### src/hdl/mmd_pkg.sv
package mmd_pkg;

   // Number of coordinates per point and the resulting count of sign patterns.
   localparam int DIMS = 5;
   localparam int PATTERNS = 1 << DIMS;

   // Default coordinate width and the fixed width of the distance result.
   localparam int COORD_WIDTH_DEF = 24;
   localparam int OUT_W = 27;

   // Depth of the result queue; it covers the pipeline latency at full rate.
   localparam int QUEUE_DEPTH = 16;

   // Control that travels alongside a point through the first pipeline stage.
   typedef struct packed {
      logic valid;
      logic last;
   } stage_ctl_type;

endpackage

### src/hdl/mmd_merge.sv
module mmd_merge import mmd_pkg::*; #(
   parameter int W = 28
) (
   input  logic                       clock,
   input  logic [PATTERNS-1:0][W-1:0] leaf,
   output logic [W-1:0]               root
);

   // Heap-ordered maximum tree: node i has children 2i+1 and 2i+2, and the
   // indexes from PATTERNS-1 upward are the lane spreads. Every node is a
   // register, so the root trails the leaves by one register per tree level.
   logic [W-1:0] node_ff [PATTERNS-1];
   logic [W-1:0] node_in [PATTERNS-1];

   for (genvar i = 0; i < PATTERNS - 1; i++) begin : g_node
      logic [W-1:0] lhs, rhs;

      if (2 * i + 1 >= PATTERNS - 1) begin : g_leaf
         assign lhs = leaf[2 * i + 1 - (PATTERNS - 1)];
         assign rhs = leaf[2 * i + 2 - (PATTERNS - 1)];
      end else begin : g_inner
         assign lhs = node_ff[2 * i + 1];
         assign rhs = node_ff[2 * i + 2];
      end

      assign node_in[i] = (lhs > rhs) ? lhs : rhs;

      always_ff @(posedge clock) begin
         node_ff[i] <= node_in[i];
      end
   end

   assign root = node_ff[0];

endmodule

### config.mk
export PLATFORM = sky130hd
export DESIGN_NAME = mmd_merge
export DESIGN_NICKNAME = d
export VERILOG_FILES = /design/src/hdl/mmd_pkg.sv /design/src/hdl/mmd_merge.sv
export SDC_FILE = /design/constraint.sdc
export NUM_CORES = 2
export LEC_CHECK = 0
export BUFFER_PORTS_ARGS = -buffer_cell sky130_fd_sc_hd__buf_4
export CAP_MARGIN = 10
export CORE_AREA = 2 2 360 362
export CTS_BUF_LIST = sky130_fd_sc_hd__clkbuf_16
export DETAILED_ROUTE_END_ITERATION = 7
export DIE_AREA = 0 0 362 364
export GPL_TIMING_DRIVEN = 0
export SLEW_MARGIN = 0
export SYNTH_ARGS = -nofsm -noshare
export SYNTH_HDL_FRONTEND = slang
export SYNTH_SLANG_ARGS = --single-unit
### constraint.sdc
create_clock -name clock -period 3.4 [get_ports clock]
set_clock_uncertainty 0.15 [all_clocks]
set_input_delay 0.68 -clock clock [delete_from_list [all_inputs] [get_ports clock]]
set_output_delay 0.68 -clock clock [all_outputs]
set_load 0.05 [all_outputs]
# Yosys cells after proc, flatten, opt, wreduce, memory -nomap -nowiden
# Memory sizes are Yosys's and may differ from the RTL's.
# Index checks and enable logic that the tools add are counted.
[totals]
ff_bits = 0
ramBits = 868
inputBits = 897
out_inout_bits = 28
word_cells = 63
memories = 1
[memory_table]
columns = ["memory", "depth", "width", "rd", "rd_ports_with_merged_regs", "wr", "line_no", "source"]
rows = [
  ["node_ff", 31, 28, 31, 0, 31, "mmd_merge.sv:12", "logic [W-1:0] node_ff [PATTERNS-1];"],
]
[op_classes]
n_lt_le_gt_ge = 31
muxes = 31
[op_table]
columns = ["op", "n"]
rows = [
  ["$gt A28 B28 Y1", 31],
  ["$mux W28", 31],
]

# Logic depth before layout (Yosys ltp)
[depth]
word_depth = 2
mapped_depth = 9
ltp_nobuf = 8

# Worst setup path before layout
# No wires, ideal clock.
[synth_timing]
path_kind = "input to register"
startpoint = "input port leaf[775] (netlist name)"
endpoint = "memory node_ff[28][7], in the netlist node_ff[1][343]"
setup_ps = 121
arrival_ps = 2616
t_required_ps = 3129
setup_slack_ps = 513
cell_stages = 9
n_path_buf = 1
cell_sequence = "inv_1 -> ha_1 -> a21oi_2 -> o21ai_1 -> a221o_1 -> a211o_1 -> a2bb2oi_4 -> buf_12 -> mux2_4"
[synth_lines]
columns = ["element", "line_no", "source"]
rows = [
  ["from (decl)", "mmd_merge.sv:5", "input logic [PATTERNS-1:0][W-1:0] leaf,"],
  ["to (decl)", "mmd_merge.sv:12", ""],
]

==> metrics.txt <==
fin crit share 94.8%; crit path launch type primary input; Max Clk Rate 0.310 GHz; Final Hold Vio Count 0; Critical Path Sink Type flop; max-cap check violation count 0; core area 128,000 um2; gpl congestion 0.900; via/cell ratio 4.98; switching power 0.0144 W; HP Class primary input to flop; Die Width 362 um; post-synthesis cell type count 51; clock root cell clkbuf_16; CTS sink cnt 868; grt ovf 0; PostCTS Resize Cnt 0; final slew viol count 0; TritonCTS Buffers 96; maximum fanout along the worst path 10; FFs w/ async S/R, synth 0%; CTS Buffer Depth 3; post-CTS setup buffers 0; fin area 63,000 um2; Yosys top cell by area dfxtp_1; Mapped Nets 6,668; max FFs per register 868; row count 132; worst path cell trace buf_4 -> ha_1 -> nor2b_1 -> o211ai_1 -> a211oi_1 -> a2111oi_2 -> a2bb2oi_4 -> buf_6 -> mux2_2; Top Registers node_ff: 868 flops; initial antenna violation count 12; top cells by area, synth dfxtp_1, ha_1, mux2_2; Tot GR Track Use 21.9%; tightest hold margin 0.0750 ns; VDD IR-drop max 0.000402 V; vias in the first global route 39.4k; area of the die 132,000 um2; slowest library cell on the worst path a2111oi_2; final number of setup-violating endpoints 0; clk_lat worst skew 0.68 ns; worst endpoint data arrival time 3.61 ns; Non-Filler Instances 7,682; max incr delay on CP 0.61 ns; switch share 34.7%; pin count of the biggest net entering global routing 15; Synthesis Warnings 0; pwr/cell area 659 nW/um2; drt first pass iters 5; cell count after synthesis 4,903; final period demand of the worst path 3.22 ns; Seq/Total Area, Yosys 34.3%; sequential power share 35.5%; share of layout cells above drive strength 1 32.9%; status completed; TritonCTS clock tree done; Worst Path Buf+Inv 2; Commonest cells post-synth inv_1, dfxtp_1, ha_1; Nets 7,690; Slew @ Worst Pin 0.779 ns; first-pass GRT wire length 222 mm; DR vias 38.3k; Int Power 0.0271 W; Syn Area/Cell 10.3 um2; most common flop cell mapped by yosys dfxtp_1; Pwr Total 0.0415 W; Lkg Pwr 31.4 nW; Iteration-0 DRC Markers 1,515; wire length per cell 19.4 um; CTS hold repair buffers 0; Clk pwr share 25.2%; HPWL after DPL 127 mm; DP Cell Count 7,502; placement-stage cell area 59,700 um2; residual DRC count 0; Starting Density 39.5%; Biggest register node_ff; share of the synthesized area in the top cell type 34.3%; Required @ worst endpoint 3.79 ns; number of synthesized flops with an enable pin 0; area grow syn2layout 24.2%; worst setup path class primary input to flop; final core utilization 49.1%; CTS clock-pin slew for the worst setup and hold paths 0.06 ns; Top delay family on crit path compound AO/OA/AOI/OAI gates; Port Buf Inserts 924; Die Y 364 um; Max transition margin 48.1%; I/O pin count 925; RSZ-0062 raised after global routing false; Combinational Power Share 39.3%; area of the mapped netlist 50,700 um2; Routed Antenna Nets 0; synthesis-stage register bit count 868; final WL 149 mm; count leader, synth inv_1; H-tree levels 3
## stage by stage
step / setup slack (ns) / TNS, ns
floorplan: 0.513 / 0
global placement: -0.431 / -26.32
detailed placement: -0.459 / -27.44
CTS: 0.249 / 0
global route: 0.114 / 0
finish: 0.178 / 0
## layout by cell type, fill, tap and decap left out, drive strengths merged, types with 10 or more instances in the layout
cell type and n:
buf 986, inv 896, ha 868, dfxtp 868, mux2 868, a21oi 330, nand4 213, nand2 181
nand3 128, clkbuf 98, o21ai 65, a21o 49, nor3 49, o211ai 40, nor4 38, clkinv 38
a211oi 34, nor2 34, nor2b 31, a2bb2oi 28, a2111oi 26, nand2b 24, a221oi 16, bufinv 12
a22oi 12, or3 11, a41o 10
## final timing paths
check	startpoint	endpoint	slack, ns	depth (start not counted)
hold / removal	leaf[582]	node_ff[1][274]	0.07	2
setup reg to reg	node_ff[1][169]	node_ff[0][303]	0.27	9
hold reg to reg	node_ff[1][353]	node_ff[0][381]	0.31	1
setup / recovery	leaf[57]	node_ff[1][11]	0.18	9
## logic make-up after synthesis
logic type	count (synthesis)	synth area share (%)
fa+ha+maj	868	21.4
compound gates	643	9.35
flops	868	34.3
simple gates	721	7.50
mux	868	19.7
buf+inv	935	7.74
## routing by layer
layer	wire length (um)	global-route usage, %	vias to the layer above
li1	-	-	19400
met1	63800	26.4	17800
met2	73200	39.2	890
met3	7790	4.15	213
met4	4430	7.07	4
met5	23	0	-
## power by group through the flow
stage | clock [W] | sequential, W | combinational (W)
5_1_grt | 0.0112 | 0.0150 | 0.0180
6_report | 0.0105 | 0.0147 | 0.0163
3_3_place_gp | 0 | 0.0149 | 0.0162
4_1_cts | 0.0107 | 0.0148 | 0.0165
3_5_place_dp | 0 | 0.0149 | 0.0163
2_1_floorplan | 0 | 0.0146 | 0.0107
## final cells by class
type,instances,area (um2)
clock inverter,79,774
timing repair buffer,924,6940
multi-input combinational,3100,29400
fill,11900,65400
antenna,3,7.51
inverter,873,3280
clock buffer,98,2450
sequential,868,17400
tap,1675,2100
buffer,62,648
## worst register-to-register path: cells and delay by family, from the launching register on
| kind | cells | cell delay [ns] |
|---|---|---|
| AND/OR/NAND/NOR | 1 | 0.13 |
| AO/OA/AOI/OAI | 4 | 1.37 |
| flip-flops | 1 | 0.33 |
| multiplexers | 1 | 0.40 |
| adder cells (fa/ha/maj) | 1 | 0.28 |
| buffers and inverters | 2 | 0.33 |
Note: power is estimated with default switching activity, not from simulation.
