File: src/hdl/mmd_pkg.sv
package mmd_pkg;

   // Number of coordinates per point and the resulting count of sign patterns.
   localparam int DIMS = 5;
   localparam int PATTERNS = 1 << DIMS;

   // Default coordinate width and the fixed width of the distance result.
   localparam int COORD_WIDTH_DEF = 24;
   localparam int OUT_W = 27;

   // Depth of the result queue; it covers the pipeline latency at full rate.
   localparam int QUEUE_DEPTH = 16;

   // Control that travels alongside a point through the first pipeline stage.
   typedef struct packed {
      logic valid;
      logic last;
   } stage_ctl_type;

endpackage

File: src/hdl/mmd_lane.sv
module mmd_lane import mmd_pkg::*; #(
   parameter int COORD_WIDTH = COORD_WIDTH_DEF,
   parameter int PATTERN = 0,
   localparam int SUM_W = COORD_WIDTH + $clog2(DIMS) + 1
) (
   input  logic                             clock,
   input  logic                             reset,
   input  logic [DIMS-1:0][COORD_WIDTH-1:0] coord,
   input  stage_ctl_type                    s1_ctl,
   output logic [SUM_W-1:0]                 diff_ff
);

   // Tracker reset values: above and below every possible running sum.
   localparam logic signed [SUM_W-1:0] TRK_TOP =
      SUM_W'((64'd1 << (COORD_WIDTH + 2)) - 64'd1);
   localparam logic signed [SUM_W-1:0] TRK_BOT = ~TRK_TOP;

   logic signed [SUM_W-1:0] sum_in, sum_ff;
   logic signed [SUM_W-1:0] min_ff, max_ff, min_in, max_in;
   logic signed [SUM_W-1:0] new_min, new_max;
   logic signed [SUM_W-1:0] snap_min_ff, snap_max_ff;

   // Signed sum of the coordinates for this lane's sign pattern.
   always_comb begin
      sum_in = '0;
      for (int k = 0; k < DIMS; k++) begin
         if (((PATTERN >> k) & 1) != 0) begin
            sum_in = sum_in + {{(SUM_W-COORD_WIDTH){coord[k][COORD_WIDTH-1]}}, coord[k]};
         end else begin
            sum_in = sum_in - {{(SUM_W-COORD_WIDTH){coord[k][COORD_WIDTH-1]}}, coord[k]};
         end
      end
   end

   always_ff @(posedge clock) begin
      sum_ff <= sum_in;
   end

   // Fold the registered sum into the extremes; a last point resets them.
   always_comb begin
      new_min = (sum_ff < min_ff) ? sum_ff : min_ff;
      new_max = (sum_ff > max_ff) ? sum_ff : max_ff;
      min_in  = min_ff;
      max_in  = max_ff;
      if (s1_ctl.valid) begin
         if (s1_ctl.last) begin
            min_in = TRK_TOP;
            max_in = TRK_BOT;
         end else begin
            min_in = new_min;
            max_in = new_max;
         end
      end
   end

   always_ff @(posedge clock) begin
      if (reset) begin
         min_ff <= TRK_TOP;
         max_ff <= TRK_BOT;
      end else begin
         min_ff <= min_in;
         max_ff <= max_in;
      end
   end

   // Capture the final extremes of a set when its last point is folded in.
   always_ff @(posedge clock) begin
      if (s1_ctl.valid && s1_ctl.last) begin
         snap_min_ff <= new_min;
         snap_max_ff <= new_max;
      end
   end

   // Spread of this pattern; it is never negative once a last point is folded in,
   // and it always fits the sum width.
   always_ff @(posedge clock) begin
      diff_ff <= snap_max_ff - snap_min_ff;
   end

endmodule

File: config.mk
export PLATFORM = sky130hd
export DESIGN_NAME = mmd_lane
export DESIGN_NICKNAME = d
export VERILOG_FILES = /design/src/hdl/mmd_pkg.sv /design/src/hdl/mmd_lane.sv
export SDC_FILE = /design/constraint.sdc
export NUM_CORES = 1
export LEC_CHECK = 0
export BUFFER_PORTS_ARGS = -buffer_cell sky130_fd_sc_hd__buf_2
export CORE_MARGIN = 2
export CORE_UTILIZATION = 35
export DETAILED_ROUTE_END_ITERATION = 8
export HOLD_SLACK_MARGIN = 0.06
export PLACE_DENSITY = 0.58
export SYNTH_ARGS = -nofsm -noshare
export SYNTH_HDL_FRONTEND = slang
export SYNTH_SLANG_ARGS = --single-unit
export TNS_END_PERCENT = 50
File: constraint.sdc
create_clock -name clock -period 4.4 [get_ports clock]
set_input_delay 0.22 -clock clock [delete_from_list [all_inputs] [get_ports clock]]
set_output_delay 0.22 -clock clock [all_outputs]
set_load 0.02 [all_outputs]
# ---- Yosys cells after proc, flatten, opt, wreduce, memory -nomap -nowiden
# Index checks and enable logic that the tools add are counted.
dict set report op_classes {
  n_addsub 6
  n_lt_le_gt_ge 2
  n_mux 4
  n_reduce_logical 1
}
# operator n
set ops {}
lappend ops {{$mux W28} 4}
lappend ops {{$sub A28 B28 Y28} 2}
lappend ops {{$gt A28 B28 Y1} 1}
lappend ops {{$lt A28 B28 Y1} 1}
lappend ops {{$sub A27 B24 Y28} 1}
lappend ops {{$sub A26 B24 Y27} 1}
lappend ops {{$sub A25 B24 Y26} 1}
lappend ops {{$sub A1 B24 Y25 const A} 1}
lappend ops {{$logic_and A1 B1 Y1} 1}
dict set report word_totals {
  ff_bits 168
  input_bits 124
  output_inout_bits 28
  word_cells 19
}

# ---- Logic depth before layout (Yosys ltp)
dict set report logic_depth {
  depth_word 5
  mapped_depth 17
  depth_no_buf 17
}

# ---- Worst setup path before layout
# Ideal clock, no wire load.
dict set report synth_path {
  path_kind {input-to-reg}
  from {input port coord[3] (netlist name)}
  to {register sum_ff[23]}
  setup_ps 127
  arrival_time_ps 3864
  required_ps 4273
  slack_ps 409
  path_stages 15
  n_path_buf 0
  cell_sequence {inv_1 > fa_1 > fa_1 > inv_1 > fa_1 > inv_1 > ha_1 > a21o_1 > a21oi_1 > o211ai_1 > a311oi_1 > o21ai_0 > a211oi_2 > o21ai_0 > xor2_1}
}
dict set report synth_between {
  elab_chain_len 5
}
# element line_no
set synth_rtl {}
lappend synth_rtl {{start: declaration} mmd_lane.sv:8} ;# input logic [DIMS-1:0][COORD_WIDTH-1:0] coord,
lappend synth_rtl {{$sub A1 B24 Y25} mmd_lane.sv:30} ;# sum_in = sum_in - {{(SUM_W-COORD_WIDTH){coord[k][COORD_WIDTH-1]}}, coord[k]};
lappend synth_rtl {{$sub A25 B24 Y26} mmd_lane.sv:30}
lappend synth_rtl {{$sub A26 B24 Y27} mmd_lane.sv:30}
lappend synth_rtl {{$sub A27 B24 Y28} mmd_lane.sv:30}
lappend synth_rtl {{$sub A28 B28 Y28} mmd_lane.sv:30}
lappend synth_rtl {{named net sum_in[23]} mmd_lane.sv:18} ;# logic signed [SUM_W-1:0] sum_in, sum_ff;
lappend synth_rtl {{end signal: assignment} mmd_lane.sv:36} ;# sum_ff <= sum_in;
lappend synth_rtl {{end: declaration} mmd_lane.sv:18}
# The timed path passes the listed nets, and every way through them passes these cells.
# A chain may end at the register's enable or synchronous reset.

# ---- Worst setup path after layout
dict set report layout_path {
  from {input port coord[50] (netlist name)}
  to {register sum_ff[20]}
}
dict set report layout_between {
  elab_chain_len 3
}
# element line_no
set layout_rtl {}
lappend layout_rtl {{$sub A26 B24 Y27} mmd_lane.sv:30}
lappend layout_rtl {{$sub A27 B24 Y28} mmd_lane.sv:30}
lappend layout_rtl {{$sub A28 B28 Y28} mmd_lane.sv:30}
lappend layout_rtl {{named net sum_in[20]} mmd_lane.sv:18}
# The timed path passes the listed nets, and every way through them passes these cells.

==> metrics <==
Mapped Area=12160 sq um; RSZ-0062 raised after global routing=no; CTS tree=yes; Worst-path clk slew=60 ps; Port Buffers=151; syn avg cell area=9.163 sq um; Fmax=260.2 MHz; most common cell after layout, fill and taps aside=inv_1; Multi-input gate area=6823 sq um; CTS max path bufs=2; Die Ht=190.4 um; largest net degree at the start of global routing=48; Die ar.=36250 sq um; Residual DRC=0; crit share post-route=87.36%; worst-margin pin slew=1139 ps; slew margin rel.=23.82%; HPWL Detailed=19380 um; Syn. warnings=0; Syn-to-layout area delta=14.83%; Max IR drop VDD=0.0003424 V; Main synth FF type=dfxtp_1; worst skew pair latency=420 ps; ANT cells=0; Max Cap Violations=0; Final ANT Viol Nets=0; drt first pass iters=5; I/O pin count=152; critical path class=in2reg; Num CTS Buffers=17; Tmin final=3844 ps; Worst EP arrival=4190 ps; Distinct cells, synth=69; vias in the first global route=8925; Storage cell area=3924 sq um; average vias per placed instance=4.612; Clock Skew=7.142 ps; Hold Slack=286.9 ps; Critical Path Fanout Max=5; WP data required=4750 ps; Final nets=1809; Pwr Density=662.6 nW/um^2; via count=8974; most frequent cells in the layout=342 x inv_1, 151 x buf_2, 132 x ha_1; initial antenna violation count=0; post-DR wirelength/cell=12.50 um; Layout fillers=3478; root buffer cell=clkbuf_16; EDFF count, synth=56; DRT iter0 DRCs=484; first-pass GRT wire length=41540 um; Yosys reg bits=168; Synth Net Count=1658; status=finished clean; gpl congestion=0.8063; Core Rows=68; CP endpoint kind=register; WL final=24320 um; post-synthesis cell count=1327; layout cell share with drive strength beyond 1=15.36%; htree depth=4; gr usage total=14.03%; fin. max-slew vios=0; Overflow after GRT=0; Die Wd=190.4 um; final total power=9252 uW; setup tns final=0 ps; DP Area=13400 sq um; Hold Crit Class=in2reg; cts repair resizes=0; Initial Utilization=35.37%; CTS sink cnt=168; Hold-fix buffers, CTS=0; startpoint types=primary input; setup violators final=0; setup bufs post-CTS=0; sequential share of the synthesized area=32.27%; async set-or-reset flop fraction in the synthesized netlist=0%; flop2flop setup slack=1030 ps; final instance area=13960 sq um; core area=34370 sq um; Leakage=0.006997 uW; Final Hold Fails=0
## logic make-up after synthesis
kind of cell | share of synthesized area (%)
buffers and inverters | 11.63
XOR/XNOR | 2.737
flip-flops | 32.27
AND/OR/NAND/NOR | 7.944
adder cells (fa/ha/maj) | 25.93
AO/OA/AOI/OAI | 16.74
multiplexers | 2.747
## per-stage QoR
stage / utilization [%] / worst slack [ps] / instances
3_5_place_dp: 38.97 / 82.81 / 1914
6_report: 40.62 / 556.3 / 1946
5_1_grt: 40.62 / 246.3 / 1946
3_3_place_gp: 38.97 / 138.9 / 1914
4_1_cts: 40.62 / 530.7 / 1946
2_1_floorplan: - / 409.4 / 1327
## cells in the mapped netlist, types with 3 or more instances
cell type  number  area [sq um]
inv_1         342          1284
ha_1          132          1652
dfxtp_1       112          2242
a21oi_1        90         450.4
o21ai_0        85         425.4
nand2_1        77         289.0
fa_1           75          1501
edfxtp_1       56          1682
nor2_1         39         146.4
a21o_1         34         255.2
xnor2_1        29         254.0
mux2_2         27         304.0
o22a_1         26         227.7
clkbuf_1       14         52.55
nand4_1        14         87.58
nand2b_1       13         81.33
o21a_1         13         97.59
nand3_1        11         55.05
nor2b_1        11         68.82
nor3_1         10         50.05
xor2_1          9         78.83
o21bai_1        6         45.04
buf_2           5         25.02
o211ai_1        5         37.54
o31ai_1         5         37.54
a211oi_1        4         30.03
nor4_1          4         25.02
o211a_1         4         40.04
o21ba_2         4         40.04
a211o_1         3         26.28
a21boi_0        3         22.52
a31oi_1         3         18.77
and3_1          3         18.77
buf_6           3         33.78
mux2i_1         3         30.03
o21ai_1         3         15.01
o22ai_1         3         18.77
o311ai_0        3         26.28
## worst paths after layout
check | depth (start not counted) | to | from
worst min register to register | 2 | max_ff[5] | max_ff[5]
worst max register to register | 8 | snap_min_ff[7] | sum_ff[9]
worst max-delay path | 18 | sum_ff[20] | coord[50]
worst min-delay path | 4 | sum_ff[0] | coord[24]
## where the power goes
part	total, uW	switching (uW)	internal (uW)
clock	1440	642	794
combinational	5150	2980	2170
sequential	2670	383	2280
total	9250	4000	5250
## sequential cells by signal, indices dropped and copies added (netlist names)
| register | cells |
|---|---|
| diff_ff | 28 |
| max_ff | 28 |
| min_ff | 28 |
| snap_max_ff | 28 |
| snap_min_ff | 28 |
| sum_ff | 28 |
## layout make-up
class                           instances  share of cell area [%]
Timing Repair Buffer                  156                   5.682
Multi-Input combinational cell        792                   48.87
Sequential cell                       168                   28.10
Clock inverter                         14                  0.9768
Inverter                              343                   9.221
Tap cell                              455                   4.077
Clock buffer                           18                   3.074
## routing by layer
layer / wire [um] / global-route usage (%)
met5: 0 / 0
met4: 354 / 4.293
met3: 921 / 1.785
met2: 10970 / 22.99
met1: 12070 / 19.27
## critical path, cell delays in order
cell,delay [ps]
buf_2,110
fa_1,530
inv_1,50
fa_1,470
inv_1,50
fa_1,520
inv_1,40
ha_1,200
inv_1,70
fa_1,190
nor2b_1,70
o31a_1,270
o31ai_1,400
a31oi_1,210
o21ba_2,300
a21o_1,190
a21oi_1,160
xnor2_1,130
No activity file was read; power rests on OpenSTA's default activity.
